File: src/msp_pkg.sv
// msp_pkg: shared types and constants for the serial frame receiver
// no dependencies
package msp_pkg;

   // header characters
   localparam logic [7:0] CH_DOLLAR = 8'h24;
   localparam logic [7:0] CH_M = 8'h4D;
   localparam logic [7:0] CH_DIR_DEFAULT = 8'h3E;

   // configuration register indexes
   localparam int CSR_INDEX_W = 4;
   localparam logic [CSR_INDEX_W-1:0] CSR_SIZE_LIMIT = 4'd0;
   localparam logic [CSR_INDEX_W-1:0] CSR_DIRECTION = 4'd1;
   localparam logic [6:0] SIZE_LIMIT_RESET = 7'd64;

   typedef enum logic [2:0] {
      PH_IDLE,
      PH_GOT_DOLLAR,
      PH_GOT_M,
      PH_SIZE,
      PH_CMD,
      PH_FILL,
      PH_CHECK
   } phase_type;

   // completed frame handed from parser to drain engine
   typedef struct packed {
      logic       bank;
      logic [7:0] command;
      logic [6:0] size;
   } desc_type;

   // payload bank given back by the drain engine
   typedef struct packed {
      logic valid;
      logic bank;
   } release_type;

   // one result word
   typedef struct packed {
      logic [7:0] command_id;
      logic [6:0] payload_size;
      logic [5:0] byte_index;
      logic [7:0] payload_byte;
      logic       has_byte;
      logic       last;
   } result_type;

endpackage

File: src/msp_frame_receiver.sv
// msp_frame_receiver: top level of the serial frame receiver
// depends on msp_pkg, msp_ram, msp_front, msp_desc_fifo, msp_back
//
//  channel   ports                        direction  moves
//  ---------------------------------------------------------------------------
//  request   req_push / req_full          in         one received byte a word
//  response  rsp_pop / rsp_empty          out        one payload byte a word
//  csr       csr_valid / csr_ready        in         register index and data
//
// the parser takes one byte per cycle; it stalls only when the payload bank it
// must fill next still holds a checked frame that has not been drained
// each checked frame yields its result words from the payload ram, a read being
// issued only when the two-word result queue has room for it, counting a read
// still in flight; the first word passes the frame register, the registered ram
// read and the result queue before it shows
// reset is synchronous and clears control state only; no clearing pass, payload
// bytes come only from entries written for the same frame; csr_ready is always
// high; the user writes registers while idle, which the block does not enforce
module msp_frame_receiver
   import msp_pkg::*;
#(
   parameter int MAX_PAYLOAD = 64
) (
   input  logic                   clock,
   input  logic                   reset,
   // received bytes
   input  logic                   req_push,
   output logic                   req_full,
   input  logic [7:0]             req_rx_byte,
   // result words
   output logic                   rsp_empty,
   input  logic                   rsp_pop,
   output logic [7:0]             rsp_command_id,
   output logic [6:0]             rsp_payload_size,
   output logic [5:0]             rsp_byte_index,
   output logic [7:0]             rsp_payload_byte,
   output logic                   rsp_has_byte,
   output logic                   rsp_last,
   // configuration writes
   input  logic                   csr_valid,
   output logic                   csr_ready,
   input  logic [CSR_INDEX_W-1:0] csr_index,
   input  logic [7:0]             csr_data
);

   // two payload banks so one frame can fill while the previous one drains
   localparam int RAM_DEPTH = 2 * MAX_PAYLOAD;
   localparam int AW = $clog2(RAM_DEPTH);

   logic          ram_we;
   logic [AW-1:0] ram_waddr;
   logic [7:0]    ram_wdata;
   logic          ram_re;
   logic [AW-1:0] ram_raddr;
   logic [7:0]    ram_rdata;

   logic          desc_push;
   desc_type      desc_in_data;
   logic          desc_pop;
   logic          desc_valid;
   desc_type      desc_head;
   release_type   bank_release;
   result_type    rsp_word;

   assign csr_ready = 1'b1;

   // parser: header hunt, size check, payload fill, checksum
   msp_front #(
      .MAX_PAYLOAD(MAX_PAYLOAD),
      .AW(AW)
   ) u_front (
      .clock(clock),
      .reset(reset),
      .req_push(req_push),
      .req_full(req_full),
      .req_rx_byte(req_rx_byte),
      .csr_we(csr_valid && csr_ready),
      .csr_index(csr_index),
      .csr_data(csr_data),
      .ram_we(ram_we),
      .ram_waddr(ram_waddr),
      .ram_wdata(ram_wdata),
      .desc_push(desc_push),
      .desc_data(desc_in_data),
      .bank_release(bank_release)
   );

   // payload store, both banks
   msp_ram #(
      .WIDTH(8),
      .DEPTH(RAM_DEPTH)
   ) u_ram (
      .clock(clock),
      .wr_en(ram_we),
      .wr_addr(ram_waddr),
      .wr_data(ram_wdata),
      .rd_en(ram_re),
      .rd_addr(ram_raddr),
      .rd_data(ram_rdata)
   );

   // checked frames waiting for the drain engine
   msp_desc_fifo u_desc_fifo (
      .clock(clock),
      .reset(reset),
      .push(desc_push),
      .push_data(desc_in_data),
      .pop(desc_pop),
      .valid(desc_valid),
      .head_data(desc_head)
   );

   // drain engine and result queue
   msp_back #(
      .MAX_PAYLOAD(MAX_PAYLOAD),
      .AW(AW)
   ) u_back (
      .clock(clock),
      .reset(reset),
      .desc_valid(desc_valid),
      .desc_data(desc_head),
      .desc_pop(desc_pop),
      .ram_re(ram_re),
      .ram_raddr(ram_raddr),
      .ram_rdata(ram_rdata),
      .bank_release(bank_release),
      .rsp_empty(rsp_empty),
      .rsp_pop(rsp_pop),
      .rsp_word(rsp_word)
   );

   assign rsp_command_id   = rsp_word.command_id;
   assign rsp_payload_size = rsp_word.payload_size;
   assign rsp_byte_index   = rsp_word.byte_index;
   assign rsp_payload_byte = rsp_word.payload_byte;
   assign rsp_has_byte     = rsp_word.has_byte;
   assign rsp_last         = rsp_word.last;

endmodule

File: src/msp_ram.sv
// msp_ram: generic single-write, single-read ram with registered read data
// no dependencies
module msp_ram #(
   parameter int WIDTH = 8,
   parameter int DEPTH = 128
) (
   input  logic                     clock,
   input  logic                     wr_en,
   input  logic [$clog2(DEPTH)-1:0] wr_addr,
   input  logic [WIDTH-1:0]         wr_data,
   input  logic                     rd_en,
   input  logic [$clog2(DEPTH)-1:0] rd_addr,
   output logic [WIDTH-1:0]         rd_data
);

   logic [WIDTH-1:0] mem_ff [DEPTH];
   logic [WIDTH-1:0] rd_data_ff;

   always_ff @(posedge clock) begin
      if (wr_en) begin
         mem_ff[wr_addr] <= wr_data;
      end
      if (rd_en) begin
         rd_data_ff <= mem_ff[rd_addr];
      end
   end

   assign rd_data = rd_data_ff;

endmodule

File: src/msp_front.sv
// msp_front: header hunt, size check, payload fill into two banks, checksum
// depends on msp_pkg; writes payload through the ram ports of the top level
module msp_front
   import msp_pkg::*;
#(
   parameter int MAX_PAYLOAD = 64,
   parameter int AW = 7
) (
   input  logic                   clock,
   input  logic                   reset,
   input  logic                   req_push,
   output logic                   req_full,
   input  logic [7:0]             req_rx_byte,
   input  logic                   csr_we,
   input  logic [CSR_INDEX_W-1:0] csr_index,
   input  logic [7:0]             csr_data,
   output logic                   ram_we,
   output logic [AW-1:0]          ram_waddr,
   output logic [7:0]             ram_wdata,
   output logic                   desc_push,
   output desc_type               desc_data,
   input  release_type            bank_release
);

   localparam logic [6:0] MAX_LIM = 7'(MAX_PAYLOAD);

   phase_type  phase_ff, phase_in;
   logic [6:0] size_ff, size_in;
   logic [7:0] cmd_ff, cmd_in;
   logic [6:0] fill_ff, fill_in;
   logic [7:0] xor_ff, xor_in;
   logic       bank_ff, bank_in;
   logic [1:0] busy_ff, busy_in;
   logic [6:0] limit_ff, limit_in;
   logic [7:0] dir_ff, dir_in;

   logic [6:0] eff_limit;
   logic       accept;

   assign eff_limit = (limit_ff < MAX_LIM) ? limit_ff : MAX_LIM;
   // stall only while the bank to be written still holds an undrained frame
   assign req_full = busy_ff[bank_ff] && (phase_ff == PH_FILL || phase_ff == PH_CHECK);
   assign accept = req_push && !req_full;

   assign ram_wdata = req_rx_byte;
   assign ram_waddr = bank_ff ? (AW'(MAX_PAYLOAD) + AW'(fill_ff)) : AW'(fill_ff);
   assign desc_data = '{bank: bank_ff, command: cmd_ff, size: size_ff};

   always_comb begin
      phase_in  = phase_ff;
      size_in   = size_ff;
      cmd_in    = cmd_ff;
      fill_in   = fill_ff;
      xor_in    = xor_ff;
      bank_in   = bank_ff;
      busy_in   = busy_ff;
      limit_in  = limit_ff;
      dir_in    = dir_ff;
      ram_we    = 1'b0;
      desc_push = 1'b0;

      if (csr_we) begin
         case (csr_index)
            CSR_SIZE_LIMIT: limit_in = csr_data[6:0];
            CSR_DIRECTION:  dir_in = csr_data;
            default: ;
         endcase
      end

      if (bank_release.valid) begin
         busy_in[bank_release.bank] = 1'b0;
      end

      if (accept) begin
         case (phase_ff)
            PH_IDLE: begin
               phase_in = (req_rx_byte == CH_DOLLAR) ? PH_GOT_DOLLAR : PH_IDLE;
            end
            PH_GOT_DOLLAR: begin
               phase_in = (req_rx_byte == CH_M) ? PH_GOT_M : PH_IDLE;
            end
            PH_GOT_M: begin
               phase_in = (req_rx_byte == dir_ff) ? PH_SIZE : PH_IDLE;
            end
            PH_SIZE: begin
               if (req_rx_byte > {1'b0, eff_limit}) begin
                  phase_in = PH_IDLE;
               end else begin
                  size_in  = req_rx_byte[6:0];
                  xor_in   = req_rx_byte;
                  phase_in = PH_CMD;
               end
            end
            PH_CMD: begin
               cmd_in   = req_rx_byte;
               xor_in   = xor_ff ^ req_rx_byte;
               fill_in  = 7'd0;
               phase_in = (size_ff == 7'd0) ? PH_CHECK : PH_FILL;
            end
            PH_FILL: begin
               ram_we  = 1'b1;
               xor_in  = xor_ff ^ req_rx_byte;
               fill_in = fill_ff + 7'd1;
               if (fill_in >= size_ff) begin
                  phase_in = PH_CHECK;
               end
            end
            PH_CHECK: begin
               if (xor_ff == req_rx_byte) begin
                  desc_push        = 1'b1;
                  busy_in[bank_ff] = 1'b1;
                  bank_in          = ~bank_ff;
               end
               phase_in = PH_IDLE;
            end
            default: phase_in = PH_IDLE;
         endcase
      end
   end

   always_ff @(posedge clock) begin
      if (reset) begin
         phase_ff <= PH_IDLE;
         size_ff  <= 7'd0;
         cmd_ff   <= 8'd0;
         fill_ff  <= 7'd0;
         xor_ff   <= 8'd0;
         bank_ff  <= 1'b0;
         busy_ff  <= 2'b00;
         limit_ff <= SIZE_LIMIT_RESET;
         dir_ff   <= CH_DIR_DEFAULT;
      end else begin
         phase_ff <= phase_in;
         size_ff  <= size_in;
         cmd_ff   <= cmd_in;
         fill_ff  <= fill_in;
         xor_ff   <= xor_in;
         bank_ff  <= bank_in;
         busy_ff  <= busy_in;
         limit_ff <= limit_in;
         dir_ff   <= dir_in;
      end
   end

endmodule

File: src/msp_desc_fifo.sv
// msp_desc_fifo: two-entry queue of completed frame descriptors
// depends on msp_pkg
module msp_desc_fifo
   import msp_pkg::*;
(
   input  logic     clock,
   input  logic     reset,
   input  logic     push,
   input  desc_type push_data,
   input  logic     pop,
   output logic     valid,
   output desc_type head_data
);

   desc_type   entry_ff [2];
   logic       wr_ptr_ff, wr_ptr_in;
   logic       rd_ptr_ff, rd_ptr_in;
   logic [1:0] count_ff, count_in;

   assign valid     = (count_ff != 2'd0);
   assign head_data = entry_ff[rd_ptr_ff];

   always_comb begin
      wr_ptr_in = push ? ~wr_ptr_ff : wr_ptr_ff;
      rd_ptr_in = pop ? ~rd_ptr_ff : rd_ptr_ff;
      count_in  = count_ff + {1'b0, push} - {1'b0, pop};
   end

   always_ff @(posedge clock) begin
      if (push) begin
         entry_ff[wr_ptr_ff] <= push_data;
      end
      if (reset) begin
         wr_ptr_ff <= 1'b0;
         rd_ptr_ff <= 1'b0;
         count_ff  <= 2'd0;
      end else begin
         wr_ptr_ff <= wr_ptr_in;
         rd_ptr_ff <= rd_ptr_in;
         count_ff  <= count_in;
      end
   end

endmodule

File: src/msp_back.sv
// msp_back: drains one stored frame at a time into a two-word result queue
// depends on msp_pkg; reads payload through the ram ports of the top level
module msp_back
   import msp_pkg::*;
#(
   parameter int MAX_PAYLOAD = 64,
   parameter int AW = 7
) (
   input  logic        clock,
   input  logic        reset,
   input  logic        desc_valid,
   input  desc_type    desc_data,
   output logic        desc_pop,
   output logic        ram_re,
   output logic [AW-1:0] ram_raddr,
   input  logic [7:0]  ram_rdata,
   output release_type bank_release,
   output logic        rsp_empty,
   input  logic        rsp_pop,
   output result_type  rsp_word
);

   logic       active_ff, active_in;
   desc_type   cur_ff, cur_in;
   logic [6:0] k_ff, k_in;

   // word whose payload byte is being read this cycle
   logic       pend_ff, pend_in;
   result_type pend_word_ff, pend_word_in;

   result_type out_ff [2];
   logic       head_ff, head_in;
   logic       tail_ff, tail_in;
   logic [1:0] ocnt_ff, ocnt_in;

   logic       issue;
   logic       issue_last;
   logic       out_pop;
   result_type cap_word;

   assign out_pop   = rsp_pop && (ocnt_ff != 2'd0);
   assign rsp_empty = (ocnt_ff == 2'd0);
   assign rsp_word  = out_ff[head_ff];

   // only issue a read when the result queue has room for it
   assign issue      = active_ff && ((ocnt_ff + {1'b0, pend_ff}) < 2'd2);
   assign issue_last = (cur_ff.size == 7'd0) || ((k_ff + 7'd1) == cur_ff.size);
   assign ram_re     = issue;
   assign ram_raddr  = cur_ff.bank ? (AW'(MAX_PAYLOAD) + AW'(k_ff)) : AW'(k_ff);
   assign desc_pop   = !active_ff && desc_valid;
   assign bank_release = '{valid: issue && issue_last, bank: cur_ff.bank};

   always_comb begin
      cap_word = pend_word_ff;
      cap_word.payload_byte = pend_word_ff.has_byte ? ram_rdata : 8'd0;
   end

   always_comb begin
      active_in    = active_ff;
      cur_in       = cur_ff;
      k_in         = k_ff;
      pend_in      = issue;
      pend_word_in = pend_word_ff;

      if (desc_pop) begin
         cur_in    = desc_data;
         k_in      = 7'd0;
         active_in = 1'b1;
      end

      if (issue) begin
         pend_word_in.command_id   = cur_ff.command;
         pend_word_in.payload_size = cur_ff.size;
         pend_word_in.byte_index   = k_ff[5:0];
         pend_word_in.payload_byte = 8'd0;
         pend_word_in.has_byte     = (cur_ff.size != 7'd0);
         pend_word_in.last         = issue_last;
         k_in = k_ff + 7'd1;
         if (issue_last) begin
            active_in = 1'b0;
         end
      end

      head_in = out_pop ? ~head_ff : head_ff;
      tail_in = pend_ff ? ~tail_ff : tail_ff;
      ocnt_in = ocnt_ff + {1'b0, pend_ff} - {1'b0, out_pop};
   end

   always_ff @(posedge clock) begin
      cur_ff       <= cur_in;
      k_ff         <= k_in;
      pend_word_ff <= pend_word_in;
      if (pend_ff) begin
         out_ff[tail_ff] <= cap_word;
      end
      if (reset) begin
         active_ff <= 1'b0;
         pend_ff   <= 1'b0;
         head_ff   <= 1'b0;
         tail_ff   <= 1'b0;
         ocnt_ff   <= 2'd0;
      end else begin
         active_ff <= active_in;
         pend_ff   <= pend_in;
         head_ff   <= head_in;
         tail_ff   <= tail_in;
         ocnt_ff   <= ocnt_in;
      end
   end

endmodule
File: config.mk
export PLATFORM = sky130hd
export DESIGN_NAME = msp_frame_receiver
export DESIGN_NICKNAME = d
export VERILOG_FILES = /design/src/msp_pkg.sv /design/src/msp_frame_receiver.sv /design/src/msp_ram.sv /design/src/msp_front.sv /design/src/msp_desc_fifo.sv /design/src/msp_back.sv
export SDC_FILE = /design/constraint.sdc
export NUM_CORES = 1
export LEC_CHECK = 0
export BUFFER_PORTS_ARGS = -buffer_cell sky130_fd_sc_hd__buf_2
export CAP_MARGIN = 25
export CORE_MARGIN = 8
export CORE_UTILIZATION = 32
export DETAILED_ROUTE_END_ITERATION = 7
export PLACE_DENSITY = 0.53
export RECOVER_POWER = 25
export SYNTH_ARGS = -nofsm -noshare
export SYNTH_HDL_FRONTEND = slang
export SYNTH_HIERARCHICAL = 1
export SYNTH_SLANG_ARGS = --single-unit
export TNS_END_PERCENT = 100
File: constraint.sdc
create_clock -name clock -period 4.9 [get_ports clock]
set_input_delay 0.245 -clock clock [delete_from_list [all_inputs] [get_ports clock]]
set_output_delay 0.245 -clock clock [all_outputs]
set_load 0.05 [all_outputs]
Word-level counts from Yosys, hierarchy flattened
Memories as Yosys holds them, arrays and structs flattened. A register that Yosys moved wholly into a read port is not among the register bits.
Cells that the tools add are included.
Widths: inputs -> output; s select.
- add/subtract/negate cells: 8
- magnitude comparators: 8
- equality and inequality tests: 14
- multiplexer cells: 42
- bitwise logic cells: 10
- reduce and logical (&&, ||, !) cells: 32
- operators by type and width (cell ; count):
    $mux 7 ; 5
    $mux 1 ; 21
    $pmux 3 s6 ; 1
    $eq 8x8->1 ; 2
    $mux 8 ; 2
    $pmux 8 s2 ; 1
    $add 7x1->7 const B ; 2
    $add 7x7->7 const A ; 2
    $logic_not 7->1 ; 2
    $mux 2 ; 7
    $pmux 7 s2 ; 1
    $reduce_and 2->1 ; 5
    $reduce_bool 2->1 ; 5
    $eq 3x3->1 const B ; 3
    $reduce_and 3->1 ; 3
    $eq 8x6->1 const B ; 1
    $eq 8x7->1 const B ; 1
    $gt 8x7->1 ; 1
    $logic_and 1x1->1 ; 8
    $xor 8x8->8 ; 1
    $eq 7x7->1 ; 1
    $ge 7x7->1 ; 1
    $lt 7x7->1 const B ; 1
    $reduce_bool 7->1 ; 1
    21 further kinds ; 36
- flip-flop bits (word level): 91
- RAM bits: 1118
- input port bits: 25
- output and inout bits: 34
- word-level logic and storage cells: 140
- memories: 3
- memory list (memory ; depth ; width ; rd ports ; clocked after memory_dff ; write ports ; line ; source):
    u_ram.mem_ff ; 128 ; 8 ; 1 ; 1 ; 1 ; msp_ram.sv:16 ; logic [WIDTH-1:0] mem_ff [DEPTH];
    u_back.out_ff ; 2 ; 31 ; 1 ; 1 ; 1 ; msp_back.sv:31 ; result_type out_ff [2];
    u_desc_fifo.entry_ff ; 2 ; 16 ; 1 ; 1 ; 1 ; msp_desc_fifo.sv:15 ; desc_type entry_ff [2];

Logic depth before layout (Yosys ltp)
- depth after elaboration: 11
- mapped depth: 9
- depth with buffers taken out: 9

Modules after synthesis
The synthesis kept the hierarchy.
- modules (own cells, without submodules) (module ; instances ; cells an instance ; area each (um2) ; sequential area each (um2)):
    msp_ram ; 1 ; 1635 ; 39745.6 ; 30989.7
    msp_back ; 1 ; 234 ; 4332.9 ; 3383.2
    msp_front ; 1 ; 368 ; 3111.7 ; 1021.0
    msp_desc_fifo ; 1 ; 70 ; 1422.6 ; 1061.0
    msp_frame_receiver ; 1 ; 2 ; 11.3 ; 0.0

Worst setup path after synthesis
Ideal clock, no wire load.
- path type: reg2reg
- from: register u_back.k_ff[0]
- to: register u_ram.rd_data_ff[0], in the netlist u_ram/rd_data[0] (read register of u_ram.mem_ff), data pin
- library setup time: 0.260 ns
- arrival time: 2.924 ns
- required time: 4.640 ns
- path slack: 1.716 ns
- stages on the path, launching flop included: 8
- buffers on the path: 3
- period minus slack after synthesis: 3.184 ns
- path through: edfxtp_1 -> buf_4 -> clkbuf_1 -> buf_1 -> mux4_2 -> mux4_2 -> mux4_2 -> mux2_2
- word-level cells in the longest chain between the ends: 2
- RTL lines (element ; line ; source):
    from (decl) ; msp_back.sv:25 ; logic [6:0] k_ff, k_in;
    from (signal assigned) ; msp_back.sv:91 ; k_ff <= k_in;
    $add 7x7->7 ; msp_back.sv:49 ; assign ram_raddr = cur_ff.bank ? (AW'(MAX_PAYLOAD) + AW'(k_ff)) : AW'(k_ff);
    $mux 7 * ; msp_back.sv:49 ;
    via ram_raddr[0] ; msp_frame_receiver.sv:54 ; logic [AW-1:0] ram_raddr;
    to (decl) ; msp_ram.sv:17 ; logic [WIDTH-1:0] rd_data_ff;
The timed path passes the listed nets; every way through them passes the cells marked *.
A chain may end at the register's enable or synchronous reset.

Final worst setup path
- from: input req_rx_byte[7]
- to: memory u_ram.mem_ff[59][7], data pin
- RTL lines (element ; line ; source):
    from (decl) ; msp_frame_receiver.sv:29 ; input logic [7:0] req_rx_byte,
    to (decl) ; msp_ram.sv:16 ;
Straight into the memory's write port.

==> results.txt <==
The flow ran to the end, but the final reports show violations. The checks that failed: max-capacitance violations, max-slew violations. STA classifies the critical path endpoint as a flop.

Data on the critical path arrives at its endpoint at 4570 ps. Across the VDD grid, the largest voltage drop is 0.435 mV. Counting tap cells, the placed design contains a total of 4348 instances.

The source of the worst hold timing path is req_push. Once layout is complete, the cells apart from fillers number 4607. The clock sink total is 1235.

The die covers 165000 µm². By instance count, the leading cell after synthesis is edfxtp_1. The power density over the cells came out at 531 nW/µm².

The final net count came out at 2520. The number of pins exceeding their max-slew limit in the final report was 699. The floorplan has 143 rows. The via count of the first global-routing pass is 23900.

The endpoint with the worst hold slack is u_front/size_ff[3]. The number of synthesized flops with an enable pin is 1172. The required arrival time at the worst endpoint is 5320 ps.

The fmax came out at 241 MHz. The number of placed I/O pins is 59. The starting density of the core came out at 32.1%. The worst setup slack for register-to-register paths came out at 990 ps.

The worst slack on hold paths came out at 89.3 ps. The number of storage elements in the synthesis netlist came out at 1235. The tightest min-delay check is of the in2reg type. The total of cells resized after clock tree synthesis is 0. Timing analysis after detailed placement gives a worst setup slack of 1000 ps. The portion of synthesized cell area occupied by the leading cell type is 72.4%. The tool flagged a number of max-cap violations equal to 12.

The number of buffers created by CTS came out at 131. The worst-case headroom to the max-slew limit came out at -139%. The via-per-instance ratio came out at 5.00. The placed cell area is 51600 µm².

In this run, the number of DRC markers left after iteration 0 of detailed routing was 2082. The area taken by flip-flops and latches is 36500 µm². Setup repair after global routing left no endpoint under its margin.

The final critical delay including setup and external delays came out at 4150 ps. The largest net degree at the start of global routing is 98. The total congestion overflow after global routing came out at 0. In this design, the critical path's most frequently occurring cell is buf_4.

The worst register-to-register path ends at u_ram/mem_ff[106][0]. The area inside the core boundary came out at 151000 µm². The multi-input logic area came out at 11400 µm². The worst hold path passes through 5 cells. The netlist area before placement came out at 48600 µm². The count of nets left with antenna violations once routing finished came out at 0. The async set-reset flop share out of synthesis came out at 0%. The clock-pin slew on the worst setup and hold paths came out at 60 ps. Detailed placement ended at an HPWL of 70.1 mm. The floorplan die height is 406 µm.

The synthesized design spends more area on one cell type than any other, namely edfxtp_1. The setup-violating endpoint count in the final report is 0. Cells with a size suffix above 1 make up 29.0% of the layout. The combined buffer and inverter count along the critical path is 4. The number of buffers between clock root and the deepest sink is 3. The length in cells of the worst reg-to-reg path came out at 6. Among all flip-flop cells after synthesis, the most frequent one is edfxtp_1. The detailed-router iteration count before antenna repair is 5. The average instance area after synthesis came out at 21.1 µm². The final critical-path share of the clock period is 84.7%.

The part of the Yosys area used for sequential elements is 75.0%. The instance count of the mapped netlist is 2309. Wires add up to 114 mm. The critical path startpoint category is an input pin. In the routed design, unresolved DRC markers number 0. The pin slew with the least headroom to its limit is 3590 ps. The total leakage power came out at 17.3 nW.

The deepest level of the CTS H-tree is 4. By count the netlist is led by edfxtp_1, mux4_2, nor2_1, dfxtp_1, clkbuf_1. The top fanout value on the critical path came out at 70. The number of different library cells in the post-synthesis netlist is 67. The final instance area came out at 56100 µm².

The hold violation count in the final report is 0. The TritonCTS clock tree is yes. Across the routed clock network, the largest skew measured is 18.8 ps.

The clock root buffer is clkbuf_16. Fill cells in the final layout number 13800. The placer's final routability congestion estimate is 0.766. In this run the critical register-to-register path is launched from u_front/phase_ff[2]. The share of the core filled with cells in the final layout is 37.0%. Traced cell by cell, the critical path runs through dlygate4sd3_1, buf_4, clkbuf_1, buf_4. The initial antenna violation count is 3. The worst setup path is of the in2reg kind. Port buffering added 57 buffers. The per-cell routed wire length is 24.8 µm. Among all stages on the critical path, the largest delay is contributed by clkbuf_1. Tracing the worst setup path back leads to its startpoint at req_rx_byte[7].

The synthesis-to-layout area growth is 15.3%. The first global-routing pass estimated 167 mm of wire. The clock latency on the worst-skew pair came out at 740 ps. Grouping stages by cell kind, the critical path spends the most delay in buffers and inverters.

The delay of the slowest cell on the worst path came out at 2520 ps. The synthesis warning total came out at 6. The floorplan step set the die width to 406 µm. The minimum setup slack in the final design came out at 751 ps. In the final timing run, aggregate negative setup slack is 0 ps.

The final total power came out at 29.8 mW. The detailed router placed 23000 vias in this run. The total routing usage reported by global routing is 13.7%. The total nets after synthesis came out at 2354.

Sorting the synthesized cells by area gives the leading types as edfxtp_1, mux4_2, dfxtp_1.
[cells by family after synthesis]
group / synth area share [%]
XOR/XNOR: 0.898
buffers and inverters: 1.67
flip-flops: 75.0
multiplexers: 17.2
AO/OA/AOI/OAI: 1.52
adder cells (fa/ha/maj): 0.515
other: 0.00771
AND/OR/NAND/NOR: 3.27
[cell usage in the layout (no fill, tap or decap), types with 5 or more instances in the layout]
cell	synthesis	layout
o21ai_0	24	24
clkinvlp_4	0	5
and3_1	9	9
nand2b_1	8	8
bufinv_16	0	10
a211o_1	6	6
clkinv_1	0	22
nor3_1	16	16
dfxtp_1	63	63
inv_1	20	20
nand2_1	45	44
mux2_2	45	45
clkinv_2	0	20
edfxtp_1	1172	1172
clkbuf_8	0	6
buf_12	1	10
inv_6	0	5
nor2_1	164	164
o31ai_1	8	8
and2_0	0	9
buf_4	35	85
nor2b_1	21	19
nand3_1	20	20
clkbuf_16	0	138
and2_1	15	6
a21oi_1	28	28
dlygate4sd3_1	0	21
xnor2_1	26	26
xor2_1	16	15
nor4_1	6	6
ha_1	20	20
mux2i_1	10	10
mux4_2	336	336
clkbuf_1	59	30
nand4_1	12	12
buf_2	23	49
mux2_4	11	11
[what timing repair did]
item / CTS / global route
hold buffers: 21 / 0
buffers inserted: 0 / 0
hold endpoints to repair: 19 / 0
[state kept, by name, indices dropped and copies added, names as in the netlist, 15 cells and up, named ones only]
signal and flops:
u_back/cap_word 23, u_ram/mem_ff 1024, u_back/out_ff 62, u_desc_fifo/entry_ff 32, u_back/cur_ff 15
[routing by layer]
metal,share of wire (%),wire (µm),track usage (%),up-vias
met5,0,0,0,-
li1,-,-,-,9832
met4,2.0,2260,3.71,0
met1,44,50000,18.5,12500
met2,50,56700,22.9,578
met3,4.5,5100,2.27,147
[worst reg2reg max path, delay by kind of cell, from the launching register on]
family / cells / cell delay, ps
and+or+nand+nor: 5 / 2380
DFF: 1 / 550
AOI/OAI and AO/OA: 1 / 610
[worst max-delay path by stage]
stage	to	slack (ps)	depth (start not counted)
4_1_cts	u_ram/mem_ff[106][0]	1010	6
3_3_place_gp	u_ram/mem_ff[18][0]	1170	6
2_1_floorplan	u_ram/rd_data[0]	1720	7
3_5_place_dp	u_ram/mem_ff[106][7]	1000	6
5_1_grt	u_front/xor_ff[7]	460	7
6_report	u_ram/mem_ff[59][7]	750	4
[report_power, final]
| part | leakage (nW) | switching (mW) | internal [mW] |
|---|---|---|---|
| clock network | 2.09 | 4.02 | 5.76 |
| logic | 4.11 | 4.12 | 3.57 |
| registers | 11.1 | 0.275 | 12.0 |
[cell type report]
class / instances / area share [%]
multi-input combinational: 909 / 20.3
inverter: 21 / 0.141
clock inverter: 68 / 1.17
antenna: 2 / 0.00893
tap: 2030 / 4.53
clock buffer: 165 / 6.45
timing repair buffer: 177 / 2.39
sequential: 1235 / 65.0
(Power assumes the default switching activity.)
